$ cat src/rtl/fcvt_pkg.sv
// ----------------------------------------------------------------------------
// fcvt_pkg: shared types and codes for the float format converter
// Operation codes and field widths used by the datapath and the top level.
// ----------------------------------------------------------------------------
package fcvt_pkg;

  // Operation select carried on tuser
  typedef logic [1:0] op_t;

  localparam op_t OP_F16_TO_F32 = 2'd0;
  localparam op_t OP_B16_TO_F32 = 2'd1;
  localparam op_t OP_F32_TO_F16 = 2'd2;
  localparam op_t OP_F32_TO_B16 = 2'd3;

  // binary32 field layout
  localparam int unsigned F32_MAN_W = 23;
  localparam int unsigned F32_EXP_W = 8;

  // binary16 field layout
  localparam int unsigned F16_MAN_W = 10;
  localparam int unsigned F16_EXP_W = 5;

  // Bias difference between binary32 and binary16 exponents
  localparam logic [7:0] BIAS_DIFF = 8'd112;

  // Split of a binary32 word into its fields
  typedef struct packed {
    logic                 sign;
    logic [F32_EXP_W-1:0] exp;
    logic [F32_MAN_W-1:0] man;
  } f32_t;

endpackage

$ cat src/rtl/fcvt_widen.sv
// ----------------------------------------------------------------------------
// fcvt_widen: 16-bit to binary32 widening
// binary16 is converted exactly (subnormals normalized, inf/NaN payload kept);
// bfloat16 is placed in the upper half of the word.
// ----------------------------------------------------------------------------
module fcvt_widen (
  input  fcvt_pkg::op_t op,
  input  logic [15:0]   src,
  output logic [31:0]   dst
);

  logic       h_sign;
  logic [4:0] h_exp;
  logic [9:0] h_man;
  logic [3:0] lead_pos;
  logic [3:0] norm_sh;
  logic [9:0] norm_man;
  logic [7:0] norm_exp;
  logic [31:0] half_res;

  assign h_sign = src[15];
  assign h_exp  = src[14:10];
  assign h_man  = src[9:0];

  // Position of the leading one in a subnormal mantissa
  always_comb begin
    lead_pos = 4'd0;
    for (int i = 0; i < 10; i++) begin
      if (h_man[i]) begin
        lead_pos = 4'(i);
      end
    end
  end

  // Normalize: move the leading one to the hidden-bit position
  assign norm_sh  = 4'd10 - lead_pos;
  assign norm_man = h_man << norm_sh;
  assign norm_exp = 8'd103 + {4'd0, lead_pos};

  // binary16 classes
  always_comb begin
    if (h_exp == 5'd0) begin
      if (h_man == 10'd0) begin
        half_res = {h_sign, 31'd0};
      end else begin
        half_res = {h_sign, norm_exp, norm_man, 13'd0};
      end
    end else if (h_exp == 5'h1F) begin
      half_res = {h_sign, 8'hFF, h_man, 13'd0};
    end else begin
      half_res = {h_sign, {3'd0, h_exp} + fcvt_pkg::BIAS_DIFF, h_man, 13'd0};
    end
  end

  // bfloat16 is a plain shift
  assign dst = (op == fcvt_pkg::OP_B16_TO_F32) ? {src, 16'd0} : half_res;

endmodule

$ cat src/rtl/fcvt_narrow.sv
// ----------------------------------------------------------------------------
// fcvt_narrow: binary32 to 16-bit narrowing
// Round to nearest even into binary16 (subnormal, overflow and NaN handling)
// or into bfloat16 (NaNs quieted). Result is zero-extended to 32 bits.
// ----------------------------------------------------------------------------
module fcvt_narrow (
  input  fcvt_pkg::op_t op,
  input  logic [31:0]   src,
  output logic [31:0]   dst
);

  fcvt_pkg::f32_t f;

  logic [23:0] full_man;
  logic [7:0]  sub_sh8;
  logic [4:0]  sub_sh;
  logic [23:0] sub_shifted;
  logic [23:0] sub_mask;
  logic        sub_sticky;
  logic [10:0] sub_hm;
  logic        sub_up;
  logic [14:0] nrm_mag;
  logic        nrm_up;
  logic [15:0] half_res;

  logic [31:0] bf_sum;
  logic        bf_nan;
  logic [15:0] bf_res;

  assign f        = src;
  assign full_man = {1'b1, f.man};

  // Subnormal result: shift right by (125 - exp) to reach the guard bit
  assign sub_sh8     = 8'd125 - f.exp;
  assign sub_sh      = sub_sh8[4:0];
  assign sub_shifted = full_man >> sub_sh;
  assign sub_mask    = (24'd1 << sub_sh) - 24'd1;
  assign sub_sticky  = |(full_man & sub_mask);
  assign sub_hm      = sub_shifted[11:1];
  assign sub_up      = sub_shifted[0] & (sub_sticky | sub_hm[0]);

  // Normal result: drop 13 mantissa bits, ties to even
  assign nrm_up  = f.man[12] & ((|f.man[11:0]) | f.man[13]);
  assign nrm_mag = {f.exp[4:0] - 5'd16, f.man[22:13]} + {14'd0, nrm_up};

  // binary16 range selection on the source exponent
  always_comb begin
    if (f.exp == 8'hFF) begin
      half_res = {f.sign, 5'h1F, (f.man != 23'd0), 9'd0};
    end else if (f.exp >= 8'd143) begin
      half_res = {f.sign, 5'h1F, 10'd0};
    end else if (f.exp >= 8'd113) begin
      half_res = {f.sign, nrm_mag};
    end else if (f.exp >= 8'd102) begin
      half_res = {f.sign, 4'd0, sub_hm + {10'd0, sub_up}};
    end else begin
      half_res = {f.sign, 15'd0};
    end
  end

  // bfloat16: quiet NaNs, otherwise round to nearest even on the upper half
  assign bf_nan = src[30:0] > 31'h7F800000;
  assign bf_sum = src + 32'h0000_7FFF + {31'd0, src[16]};
  assign bf_res = bf_nan ? (src[31:16] | 16'h0040) : bf_sum[31:16];

  assign dst = {16'd0, (op == fcvt_pkg::OP_F32_TO_B16) ? bf_res : half_res};

endmodule

$ cat src/rtl/fp32_fp16_bf16_converter.sv
// ----------------------------------------------------------------------------
// fp32_fp16_bf16_converter: binary32 / binary16 / bfloat16 format converter
// Two-register pipeline around a combinational conversion datapath.
// ----------------------------------------------------------------------------
// Usage:
//   Slave stream: tdata carries the raw operand, tuser the operation
//   (0 fp16->fp32, 1 bf16->fp32, 2 fp32->fp16, 3 fp32->bf16). 16-bit sources
//   sit in tdata[15:0]; the upper bits are ignored for them.
//   Master stream: tdata carries the raw result; 16-bit results come
//   zero-extended to 32 bits.
//   Path: an accepted transaction is held in the input register, converted
//   into the result register once that register is free, and shown on the
//   master side from there.
//   Throughput: one transaction per cycle while the receiver keeps tready
//   high, set by the single conversion stage between the two registers.
//   Stall: when the receiver holds tready low, the result register holds
//   and the input register still takes one more transaction; tready on the
//   slave side drops only when both registers are full.
//   Reset: rst clears both valid flags; nothing else is kept.
// ----------------------------------------------------------------------------
module fp32_fp16_bf16_converter (
  input  logic        clk,
  input  logic        rst,
  input  logic        s_axis_tvalid,
  output logic        s_axis_tready,
  input  logic [31:0] s_axis_tdata,   // [31:0] operand_bits
  input  logic [1:0]  s_axis_tuser,   // [1:0] operation
  output logic        m_axis_tvalid,
  input  logic        m_axis_tready,
  output logic [31:0] m_axis_tdata    // [31:0] result_bits
);

  // Input register
  logic          in_valid;
  fcvt_pkg::op_t in_op;
  logic [31:0]   in_bits;

  // Result register
  logic          out_valid;
  logic [31:0]   out_bits;

  logic          out_free;
  logic          advance;
  logic [31:0]   wide_res;
  logic [31:0]   narrow_res;
  logic [31:0]   conv_res;

  // Flow control
  assign out_free      = !out_valid || m_axis_tready;
  assign advance       = in_valid && out_free;
  assign s_axis_tready = !in_valid || out_free;

  // Input register load
  always_ff @(posedge clk) begin
    if (rst) begin
      in_valid <= 1'b0;
    end else if (s_axis_tready) begin
      in_valid <= s_axis_tvalid;
    end
  end

  always_ff @(posedge clk) begin
    if (s_axis_tvalid && s_axis_tready) begin
      in_op   <= s_axis_tuser;
      in_bits <= s_axis_tdata;
    end
  end

  // Conversion datapath
  fcvt_widen u_widen (
    .op  (in_op),
    .src (in_bits[15:0]),
    .dst (wide_res)
  );

  fcvt_narrow u_narrow (
    .op  (in_op),
    .src (in_bits),
    .dst (narrow_res)
  );

  always_comb begin
    unique case (in_op)
      fcvt_pkg::OP_F16_TO_F32,
      fcvt_pkg::OP_B16_TO_F32: conv_res = wide_res;
      default:                 conv_res = narrow_res;
    endcase
  end

  // Result register
  always_ff @(posedge clk) begin
    if (rst) begin
      out_valid <= 1'b0;
    end else if (out_free) begin
      out_valid <= in_valid;
    end
  end

  always_ff @(posedge clk) begin
    if (advance) begin
      out_bits <= conv_res;
    end
  end

  assign m_axis_tvalid = out_valid;
  assign m_axis_tdata  = out_bits;

`ifndef SYNTHESIS
  // A transaction leaving the input register lands in the result register
  a_advance_fills: assert property (@(posedge clk) disable iff (rst)
    advance |=> out_valid)
    else $error("result register not loaded after advance");

  // Stalled output keeps the pending input transaction in place
  a_input_holds: assert property (@(posedge clk) disable iff (rst)
    in_valid && out_valid && !m_axis_tready |=> in_valid && $stable(in_bits))
    else $error("input register changed while stalled");

  // Narrowing results are zero-extended
  a_narrow_zext: assert property (@(posedge clk) disable iff (rst)
    advance && in_op[1] |=> out_bits[31:16] == 16'd0)
    else $error("narrowed result has upper bits set");

  // Backpressure only when both registers are occupied
  a_ready_low: assert property (@(posedge clk) disable iff (rst)
    !s_axis_tready |-> in_valid && out_valid)
    else $error("slave ready low with free register");
`endif

endmodule

$ cat config.mk
export PLATFORM = sky130hd
export DESIGN_NAME = fp32_fp16_bf16_converter
export DESIGN_NICKNAME = d
export VERILOG_FILES = /design/src/rtl/fcvt_pkg.sv /design/src/rtl/fcvt_widen.sv /design/src/rtl/fcvt_narrow.sv /design/src/rtl/fp32_fp16_bf16_converter.sv
export SDC_FILE = /design/constraint.sdc
export NUM_CORES = 1
export LEC_CHECK = 0
export ABC_AREA = 1
export BUFFER_PORTS_ARGS = -buffer_cell sky130_fd_sc_hd__buf_2
export CORE_AREA = 2 2 112 114
export DETAILED_ROUTE_END_ITERATION = 10
export DIE_AREA = 0 0 114 116
export GPL_ROUTABILITY_DRIVEN = 1
export PLACE_DENSITY = 0.81
export SLEW_MARGIN = 20
export SYNTH_ARGS = -nofsm -noshare
export SYNTH_HDL_FRONTEND = slang
export SYNTH_HIERARCHICAL = 1
export SYNTH_SLANG_ARGS = --single-unit
$ cat constraint.sdc
create_clock -name clk -period 3.8 [get_ports clk]
set_clock_uncertainty 0.2 [all_clocks]
set_input_delay 0.19 -clock clk [delete_from_list [all_inputs] [get_ports clk]]
set_output_delay 0.19 -clock clk [all_outputs]
set_load 0.01 [all_outputs]
==> results of run 1 <==
sequential cells by signal (all words and copies together), names as in the netlist:
name and count:
m_axis_tvalid 1, in_bits 32, m_axis_tdata 32, in_op 2, in_valid 1
cells by family (layout without fill, tap and decap cells):
| logic type | after synthesis | count (layout) |
|---|---|---|
| AOI/OAI and AO/OA | 196 | 196 |
| DFF | 68 | 68 |
| adders and majority gates | 7 | 7 |
| muxes | 2 | 2 |
| buffers and inverters | 208 | 284 |
| and+or+nand+nor | 587 | 587 |
| xor gates and xnor gates | 7 | 7 |
| other | 2 | 29 |
synth_stat cells, types with 2 or more instances:
cell,n,area share
o211ai_1,3,0.0031
o21ai_1,37,0.026
nor2_1,96,0.050
nand3b_1,3,0.0031
clkbuf_1,9,0.0047
edfxtp_1,66,0.27
buf_8,5,0.010
o22ai_1,3,0.0026
nand3_2,6,0.0083
conb_1,2,0.0010
o31ai_1,3,0.0031
nor3_2,3,0.0042
nand2_4,8,0.012
xor2_1,5,0.0061
ha_1,7,0.012
mux2i_1,2,0.0028
nand4_1,13,0.011
o21ai_0,51,0.035
a22oi_1,7,0.0073
nor3_1,18,0.012
nor2_8,3,0.0083
nor4_1,2,0.0017
nand3_1,90,0.062
nor2_4,5,0.0078
a21oi_1,46,0.032
inv_1,123,0.064
buf_12,2,0.0056
buf_4,35,0.036
buf_6,13,0.020
nor2_2,10,0.0087
o21ai_2,32,0.039
nand2_2,24,0.021
a211oi_1,2,0.0021
a21oi_2,2,0.0024
a31oi_1,4,0.0035
dfxtp_1,2,0.0056
inv_2,14,0.0073
nand2_1,299,0.16
buf_2,5,0.0035
per-stage QoR:
stage / cell area [um^2] / power (mW) / cells / util / worst slack, ps
after floorplan: 7310 / 1.54 / 1104 / - / 607
after global placement: 7440 / 1.68 / 1272 / 0.624 / 247
after detailed placement: 7440 / 1.69 / 1272 / 0.624 / 172
after CTS: 8100 / 2.53 / 1325 / 0.680 / 153
after global routing: 8120 / 2.68 / 1327 / 0.682 / 49.5
final: 8120 / 2.57 / 1327 / 0.682 / 331
worst max-delay path, stage by stage (launching register included):
cell      delay [ps]
edfxtp_1         440
ha_1             250
inv_1            130
nand2_4           80
nand2_8          200
nor2_8            70
nand3_1          130
ha_1             280
inv_1             90
nor2_1           100
nand2_1           90
nor2_2           180
nand3_1           90
nand3_1          120
nand3_1           90
nor2_1            90
nand2_1           80
nand2_1           70
nand2_1           50
nand2_1           50
nand2_1           50
nand2_1           70
nand2_1           60
nand2_1           80
o21ai_2           60
cells in the final DEF (no fill, tap or decap), types with 3 or more instances in the layout:
cell type	count
nor2_1	96
nor2_8	3
ha_1	7
edfxtp_1	66
nand3b_1	3
nand2_4	7
nand3_1	90
nor3_1	18
buf_4	20
o21ai_1	37
clkbuf_16	9
nand2_1	299
inv_1	123
nand3_2	6
nand4_1	13
nand2_2	24
dlygate4sd3_1	37
a31oi_1	4
nor2_4	5
nor2_2	10
nor3_2	3
o21ai_0	51
o22ai_1	3
o31ai_1	3
conb_1	29
a22oi_1	7
o211ai_1	3
a21oi_1	45
inv_2	14
xor2_1	5
o21ai_2	32
buf_2	71
how the worst min path moves through the flow:
stage	startpoint	end	depth (start not counted)
finish	m_axis_tready	in_valid$_SDFFE_PP0P_	4
global route	m_axis_tready	in_valid$_SDFFE_PP0P_	4
CTS	m_axis_tready	in_valid$_SDFFE_PP0P_	4
detailed placement	s_axis_tdata[12]	in_bits[12]$_DFFE_PP_	1
global placement	rst	m_axis_tvalid$_SDFFE_PP0P_	2
floorplan	rst	in_valid$_SDFFE_PP0P_	1
per-layer routing:
metal / wire [um] / up-vias / share of wire
met5: 0 / - / 0
met4: 818 / 0 / 0.038
met3: 2010 / 63 / 0.093
met2: 10300 / 448 / 0.47
met1: 8560 / 3411 / 0.40
li1: - / 3690 / -
repair_timing:
item | in CTS | in global routing
hold buffers | 37 | 0
endpoints found under the hold margin | 36 | 0
setup buffers | 0 | 2
endpoints found under the setup margin | 0 | 2
gates resized for setup | 0 | 1
power by group through the flow:
stage / clock, mW / combinational, mW / sequential (mW)
floorplan: 0 / 0.603 / 0.937
global placement: 0 / 0.742 / 0.940
detailed placement: 0 / 0.745 / 0.941
CTS: 0.828 / 0.778 / 0.926
global route: 0.856 / 0.895 / 0.931
finish: 0.829 / 0.813 / 0.926
cell type report:
type,count,share of cell area
well taps,147,0.0226
inverters,139,0.0648
clock inverters,7,0.00832
clock buffers,9,0.0277
flip-flops and latches,68,0.249
multi-input cells,828,0.517
repair buffers,129,0.110
==> key figures, run 1 <==
Synthesis
  • Synth Area in Adders: 0.0121
  • Post-synthesis sequential area ratio: 0.280
  • Fraction of synthesized area in multiplexers: 0.00278
  • Fraction of registers with async set/reset: 0
  • Largest family of logic cells by synthesized area: simple AND/OR/NAND/NOR gates
  • Avg Cell Area, Syn: 6.70 um^2
  • Synth Warn #: 6
  • Mapped cell area: 7210 um^2
  • Post-synth EDFFs: 66
  • Top_reg_cell synth: edfxtp_1
  • Distinct cells, synth: 56
  • Compound-gate portion of the synthesized area: 0.164
  • Flops & latches, synth: 68
  • Post-Synth XOR/XNOR Area: 0.0111
  • Syn Inst Count: 1077
  • Post-synthesis simple-gate area fraction: 0.375

Cells and area
  • Number of diodes: 0
  • Layout cell share with drive strength beyond 1: 0.186
  • Multi-input combinational cell area: 4200 um^2
  • Seq. cell area: 2020 um^2
  • Layout Area Growth over Synthesis: 12.6%
  • # nets final: 1220
  • Fillers: 1006

Clock network
  • Root buffer cell: clkbuf_16
  • Count of clock tree sinks: about 70
  • CTS buffer count: 9
  • Clock latency on the worst-skew pair: ~330 ps
  • Maximum clock path buffer count: 2
  • CTS tree: yes
  • H-tree depth: 3
  • Reg clk slew, reported paths: 60 ps

Detailed routing
  • Iter 0 DRT Violations: 843
  • WL/cell: between 15 and 20 um
  • Post-route ant nets: 0
  • Via count: 7612
  • Post-route DRC: 0
  • DR vias/cell: 5.74
  • Pre-antenna DRT Iters: 6
  • Final wirelength: approximately 22 mm

Critical path
  • Critical R2R Capture: m_axis_tdata[0]$_DFFE_PP_
  • Worst setup path end: m_axis_tdata[0]$_DFFE_PP_
  • Worst r2r src: in_bits[25]$_DFFE_PP_
  • Critical Path Fanout Max: 20
  • Required time of the critical path: 3670 ps
  • Launch point of the worst path: in_bits[25]$_DFFE_PP_
  • Critical Path AT: 3330 ps
  • FF-to-FF setup slack: roughly 330 ps
  • R2R depth: 24
  • Startpoint Class: register
  • CP Class: register to register
  • Crit end category: register

Global route
  • Most used routing layer: met2
  • Met3 global-route usage: 0.0643
  • Routing usage on met1: 0.414
  • Initial antenna violation count: 0
  • Vias in the first global route: slightly below 7000
  • First-pass GRT wire length: ~34 mm
  • Largest net degree at the start of global routing: 66
  • Global route overflow: 0
  • GR Util met2: 0.544
  • Tot GR Track Use: 0.326

STA
  • Hold Fails Final Rpt: 0
  • Final setup viols: 0
  • Min Tclk post-route: 3470 ps
  • Peak Freq: 288 MHz
  • Rel. slew slack: 0.326
  • Tcrit/Tclk final: 0.913
  • Slew Limit Fails: 0
  • RSZ-0062 raised after global routing: no
  • Slew at the pin with the worst max-slew slack: 1010 ps
  • Setup TNS: 0 ps
  • Worst hold slack: 54.1 ps

Placement
  • RePlAce Congestion: 1.00
  • Hpwl dp: 15.2 mm
  • Buffers on Ports: between 70 and 80

Power
  • Net Sw Power: 905 uW
  • Cell-internal power: 1.66 mW
  • VDD IR max: between 0.3 and 0.4 mV
  • Leak pwr: 3.85 nW
  • Pwr Density: 316 nW/um^2
  • Sequential share of power: 0.361
  • Power share of the clock group: 0.323
  • Comb power frac: 0.317
  • Sw frac: 0.353

Floorplanning
  • I/O pins: 72
  • Initial core utilization: 0.606
  • Die Area: 13200 um^2
  • Core Rows: 40
  • Die Y: about 120 um
  • Chip width: about 110 um
  • Core ar.: 11900 um^2

Outcome
  • Status: finished, final reports clean

Job
  • MaxCap Viol Count: 0

Worst hold path
  • Hold WC Path Type: primary input to register
Power figures use the tool's default switching activity.
==> inputs of run 2 (changes only) <==
Settings changed: HOLD_SLACK_MARGIN set to 0.06, TNS_END_PERCENT set to 5.
==> run 2 against run 1 <==
  * Global-route usage is 0.27 points lower
  * Non-clock buffer count is 1 higher
  * Cell count hardly changed
  * Critical path depth stayed put
  * Worst setup slack worse by 9.1 ps
  * Maximum frequency is 0.26% lower
  * Sequential power hardly changed
  * Design area is 0.12% higher
  * Core utilization is 0.084 points higher
  * Sequential share of layout area hardly changed
  * Hold slack better by 280 ps
  * Sequential cell count stayed put
  * Critical endpoint unchanged
  * Largest cell class unchanged
  * Largest power group unchanged
==> key figures, run 2 (synthesis gave the netlist of run 1 again) <==
STA
  • Final setup viols: 0
  • Hold Fails Final Rpt: 0
  • Tcrit/Tclk final: 0.915
  • Rel. slew slack: 0.329
  • RSZ-0062 raised after global routing: no
  • Peak Freq: roughly 290 MHz
  • Slew at the pin with the worst max-slew slack: 1000 ps
  • Setup TNS: 0 ps
  • Slew Limit Fails: 0
  • Min Tclk post-route: 3480 ps

Placement
  • Buffers on Ports: 71
  • Hpwl dp: 15.2 mm
  • RePlAce Congestion: 1.00
  • Placed cell count: between 1000 and 1500

Global route
  • Tot GR Track Use: 0.324
  • Initial antenna violation count: 0
  • First-pass GRT wire length: around 33 mm
  • Largest net degree at the start of global routing: 66
  • Global route overflow: 0
  • Vias in the first global route: 6751

Floorplanning
  • Chip width: ~110 um
  • Die Area: 13200 um^2
  • Initial core utilization: 0.606
  • Core ar.: 11900 um^2
  • Die Y: roughly 120 um
  • I/O pins: 72
  • Core Rows: 40

Detailed routing
  • Post-route ant nets: 0
  • Via count: between 7000 and 8000
  • DR vias/cell: 5.68
  • Post-route DRC: 0
  • Final wirelength: between 20 and 25 mm
  • Pre-antenna DRT Iters: 6
  • Iter 0 DRT Violations: 853
  • WL/cell: 16.3 um

Power
  • Pwr Density: around 320 nW/um^2
  • Net Sw Power: 903 uW
  • Sequential share of power: 0.361
  • Power share of the clock group: 0.323
  • Tot Pwr: 2.57 mW
  • Comb power frac: 0.316
  • Cell-internal power: 1.66 mW
  • Sw frac: 0.352
  • Leak pwr: about 3.9 nW
  • VDD IR max: 0.329 mV

Cells and area
  • Commonest non-fill, non-tap cell in the layout: nand2_1
  • Layout Area Growth over Synthesis: 12.8%
  • Fillers: 1009
  • # nets final: between 1000 and 1500
  • Number of diodes: 0
  • Final cell count without fillers: between 1000 and 1500
  • Most frequent cells in the layout: 299 x nand2_1, 123 x inv_1, 96 x nor2_1
  • Layout cell share with drive strength beyond 1: 0.186

Critical path
  • CP Class: register to register
  • Crit end category: register
  • Required time of the critical path: 3670 ps
  • Critical Path Fanout Max: 20
  • Startpoint Class: register
  • Critical Path AT: 3350 ps

Clock network
  • Root buffer cell: clkbuf_16
  • CTS tree: yes
  • H-tree depth: 3
  • Maximum clock path buffer count: 2
  • Reg clk slew, reported paths: 60 ps
  • Count of clock tree sinks: 68
  • Clock latency on the worst-skew pair: about 330 ps
  • CTS buffer count: 9

Job
  • MaxCap Viol Count: 0

Outcome
  • Status: finished, final reports clean

Worst hold path
  • Hold WC Path Type: register to register
## run 2: cell count changes in the layout (fill, tap and decap cells not counted), sizes merged
cell         delta
dlygate4sd3     +1
## run 2: worst paths after layout
kind / start / endpoint / slack [ps] / depth (start not counted)
setup / recovery: in_bits[24]$_DFFE_PP_ / m_axis_tdata[0]$_DFFE_PP_ / 320 / 24
hold / removal: in_bits[31]$_DFFE_PP_ / m_axis_tdata[15]$_DFFE_PP_ / 330 / 2
setup reg to reg: in_bits[24]$_DFFE_PP_ / m_axis_tdata[0]$_DFFE_PP_ / 320 / 24
hold reg to reg: in_bits[31]$_DFFE_PP_ / m_axis_tdata[15]$_DFFE_PP_ / 330 / 2
## run 2: area by class of cell
cell class	count	area, um^2	share of cell area
flip-flops and latches	68	2020	0.249
inverters	139	527	0.0648
clock inverters	7	67.6	0.00831
multi-input cells	828	4200	0.517
well taps	147	184	0.0226
clock buffers	9	225	0.0277
repair buffers	130	906	0.111
## run 2: power by group through the flow
| stage | registers (mW) | clock network (mW) | logic, mW |
|---|---|---|---|
| 3_3_place_gp | 0.940 | 0 | 0.742 |
| 6_report | 0.926 | 0.830 | 0.810 |
| 2_1_floorplan | 0.937 | 0 | 0.603 |
| 3_5_place_dp | 0.941 | 0 | 0.745 |
| 4_1_cts | 0.926 | 0.828 | 0.779 |
| 5_1_grt | 0.931 | 0.855 | 0.892 |
## run 2: repair_timing
action,CTS,global route
endpoints found under the setup margin,0,2
hold endpoints to repair,36,0
setup buffers,0,2
hold buffers,38,0
gates resized for setup,0,1
## run 2: critical path, stage by stage (launching register included)
cell	delay (ps)
edfxtp_1	420
ha_1	270
inv_1	130
nand2_4	80
nand2_8	200
nor2_8	70
nand3_1	130
ha_1	270
nand3_4	140
nor2_4	180
nand2_1	80
nand3_1	100
nand2_1	80
nor2_1	100
nand3b_1	80
nor2_1	110
nand2_1	90
nand2_1	70
nand2_1	50
nand2_1	50
nand2_1	40
nand2_1	70
nand2_1	60
nand2_1	80
o21ai_2	60
## run 2: routing by layer
layer | track usage | wire, um | vias up
met3 | 0.0581 | 2040 | 63
li1 | - | - | 3686
met4 | 0.123 | 784 | 0
met2 | 0.544 | 10200 | 448
met5 | 0 | 0 | -
met1 | 0.418 | 8610 | 3348
## run 2: stage by stage
| stage | hold WS, ps | util | cell area [um^2] | worst slack (ps) |
|---|---|---|---|---|
| floorplan | 59.1 | - | 7310 | 607 |
| global placement | 165 | 0.624 | 7440 | 247 |
| detailed placement | 168 | 0.624 | 7440 | 172 |
| CTS | 336 | 0.681 | 8110 | 153 |
| global route | 365 | 0.683 | 8130 | 49.6 |
| finish | 330 | 0.683 | 8130 | 322 |
==> inputs of run 3 (changes only) <==
Settings changed: ABC_AREA 1 to not set, CORE_AREA 2 2 112 114 to 2 2 111 113, DIE_AREA 0 0 114 116 to 0 0 113 115, PLACE_DENSITY 0.81 to 0.8.
==> run 3 against run 2 <==
  * The flow now finishes with violations (DRC)
  * Total power grew 9.0%
  * Design area is 4.5% higher
  * Worst setup slack worse by 230 ps
  * Critical path type unchanged
  * Wire length grew 4.4%
==> key figures, run 3 <==
Cells and area
  • Most frequent cells in the layout: 72 x buf_4, 71 x buf_2, 66 x edfxtp_1
  • Layout cell share with drive strength beyond 1: 0.269
  • Number of diodes: 0
  • Fillers: 851
  • # nets final: 942
  • Layout Area Growth over Synthesis: 21.1%
  • Final cell count without fillers: 1049
  • Core Util, Final: 0.719
  • Commonest non-fill, non-tap cell in the layout: buf_4
  • Post-route cell area: ~8500 um^2

Synthesis
  • Top-count cell post-synth: edfxtp_1
  • Flops & latches, synth: 68
  • Avg Cell Area, Syn: 9.16 um^2
  • Post-synth EDFFs: 66
  • Largest cells by area after synthesis: edfxtp_1 28%, mux2_4 6.4%, mux4_2 4.2%, mux2i_1 4.1%, buf_4 3.3%
  • Mapped cell area: between 7000 and 8000 um^2
  • Top cells by count, synth: 66 x edfxtp_1, 57 x nand2_1, 49 x nor2_1, 37 x clkbuf_1
  • Distinct cells, synth: 84
  • Syn Inst Count: 766
  • Fraction of registers with async set/reset: 0
  • Synth Warn #: 6
  • Area leader, netlist: edfxtp_1
  • Top_reg_cell synth: edfxtp_1
  • Post-synthesis sequential area ratio: 0.288
  • Yosys top cell area share: 0.283

Critical path
  • Critical Path Fanout Max: 10
  • CP Class: register to register
  • Critical Path AT: 3730 ps
  • Required time of the critical path: 3820 ps
  • Crit end category: register
  • Startpoint Class: register

Detailed routing
  • WL/cell: 21.5 um
  • Final wirelength: 22.6 mm
  • Post-route ant nets: 0
  • Iter 0 DRT Violations: 1149
  • Pre-antenna DRT Iters: 11
  • Post-route DRC: 5
  • Via count: 6938
  • DR vias/cell: 6.61

Placement
  • Buffers on Ports: 71
  • Placed cell count: approximately 1000
  • Hpwl dp: 16.5 mm
  • Area of placed instances: 7730 um^2
  • Post-place setup slack: 85.6 ps
  • RePlAce Congestion: 1.02

Global route
  • First-pass GRT wire length: roughly 35 mm
  • Initial antenna violation count: 0
  • Global route overflow: 0
  • Tot GR Track Use: 0.348
  • Vias in the first global route: 6365
  • Largest net degree at the start of global routing: 35

STA
  • Hold Fails Final Rpt: 0
  • Setup TNS: 0 ps
  • Final setup viols: 0
  • Tcrit/Tclk final: 0.976
  • Slew at the pin with the worst max-slew slack: 874 ps
  • Rel. slew slack: 0.417
  • Peak Freq: ~270 MHz
  • Min setup slack post-route: 89.9 ps
  • RSZ-0062 raised after global routing: no
  • Slew Limit Fails: 0
  • Min Tclk post-route: between 3000 and 4000 ps
  • Worst hold slack: 348 ps

Clock network
  • Root buffer cell: clkbuf_16
  • CTS buffer count: 9
  • CTS tree: yes
  • Maximum clock path buffer count: 2
  • Reg clk slew, reported paths: 60 ps
  • Count of clock tree sinks: 68
  • Clock latency on the worst-skew pair: about 350 ps
  • H-tree depth: 3

Floorplanning
  • I/O pins: about 70
  • Core ar.: 11800 um^2
  • Core Rows: 40
  • Die Area: around 13000 um^2
  • Die Y: 115 um
  • Initial core utilization: 0.594
  • Chip width: 113 um

Power
  • Leak pwr: 3.38 nW
  • Pwr Density: 329 nW/um^2
  • Tot Pwr: 2.80 mW
  • VDD IR max: 0.256 mV

Job
  • MaxCap Viol Count: 0

Outcome
  • Failing checks: DRC
  • Status: complete, but fails checks

Worst hold path
  • Hold WC Path Type: register to register
==> run 3: cell types whose count changed after synthesis, moves of 30 or more <==
cell	previous run	this run
nand2_1	299	57
inv_1	123	19
nand3_1	90	31
nor2_1	96	49
o21ai_1	37	3
o21ai_2	32	0
mux2_4	0	30
==> run 3: final timing paths <==
path	startpoint	to	slack [ps]	depth (start not counted)
worst min register to register	in_bits[31]$_DFFE_PP_	m_axis_tdata[15]$_DFFE_PP_	350	1
worst max register to register	in_bits[25]$_DFFE_PP_	m_axis_tdata[7]$_DFFE_PP_	90	11
worst min-delay path	in_bits[31]$_DFFE_PP_	m_axis_tdata[15]$_DFFE_PP_	350	1
worst max-delay path	in_bits[25]$_DFFE_PP_	m_axis_tdata[7]$_DFFE_PP_	90	11
==> run 3: power by group <==
part	total, mW	internal, mW	switching [mW]	leakage (nW)
registers	0.927	0.881	0.0456	0.649
logic	0.952	0.429	0.523	2.57
clock network	0.918	0.579	0.340	0.158
==> run 3: what timing repair did <==
item | in CTS | in global routing
resized for setup | 0 | 6
hold buffers | 38 | 0
buffers inserted | 0 | 4
setup endpoints to repair | 0 | 6
endpoints found under the hold margin | 36 | 0
==> run 3: cell families after synthesis <==
| group | Yosys count | synth area share |
|---|---|---|
| AO/OA/AOI/OAI | 185 | 0.191 |
| XOR/XNOR | 39 | 0.0524 |
| adder cells (fa/ha/maj) | 7 | 0.0125 |
| buffers and inverters | 113 | 0.0897 |
| flip-flops | 68 | 0.288 |
| multiplexers | 78 | 0.157 |
| other | 2 | 0.00107 |
| AND/OR/NAND/NOR | 274 | 0.209 |
==> run 3: metal layers <==
metal	vias up	share of wire	global-route usage
met5	-	0	0
met4	0	0.034	0.125
met3	80	0.11	0.0712
met2	499	0.44	0.531
met1	3224	0.42	0.493
li1	3135	-	-
==> run 3: layout make-up <==
class                           count  area, um^2  area share
Clock buffer                        9         225      0.0265
Clock inverter                      7        98.8      0.0116
Inverter                           23        86.3      0.0102
Multi-Input combinational cell    612        4560       0.537
Sequential cell                    68        2020       0.238
Tap cell                          147         184      0.0216
Timing Repair Buffer              183        1320       0.155
==> run 3: worst max-delay path, stage by stage (launching register included) <==
cell      delay (ps)
edfxtp_1         460
buf_4            200
ha_4             350
buf_4            170
mux4_2           520
nor3_1           180
a211oi_1          90
buf_4            210
or3_1            410
or4b_1           520
o211ai_1         110
mux2_4           170
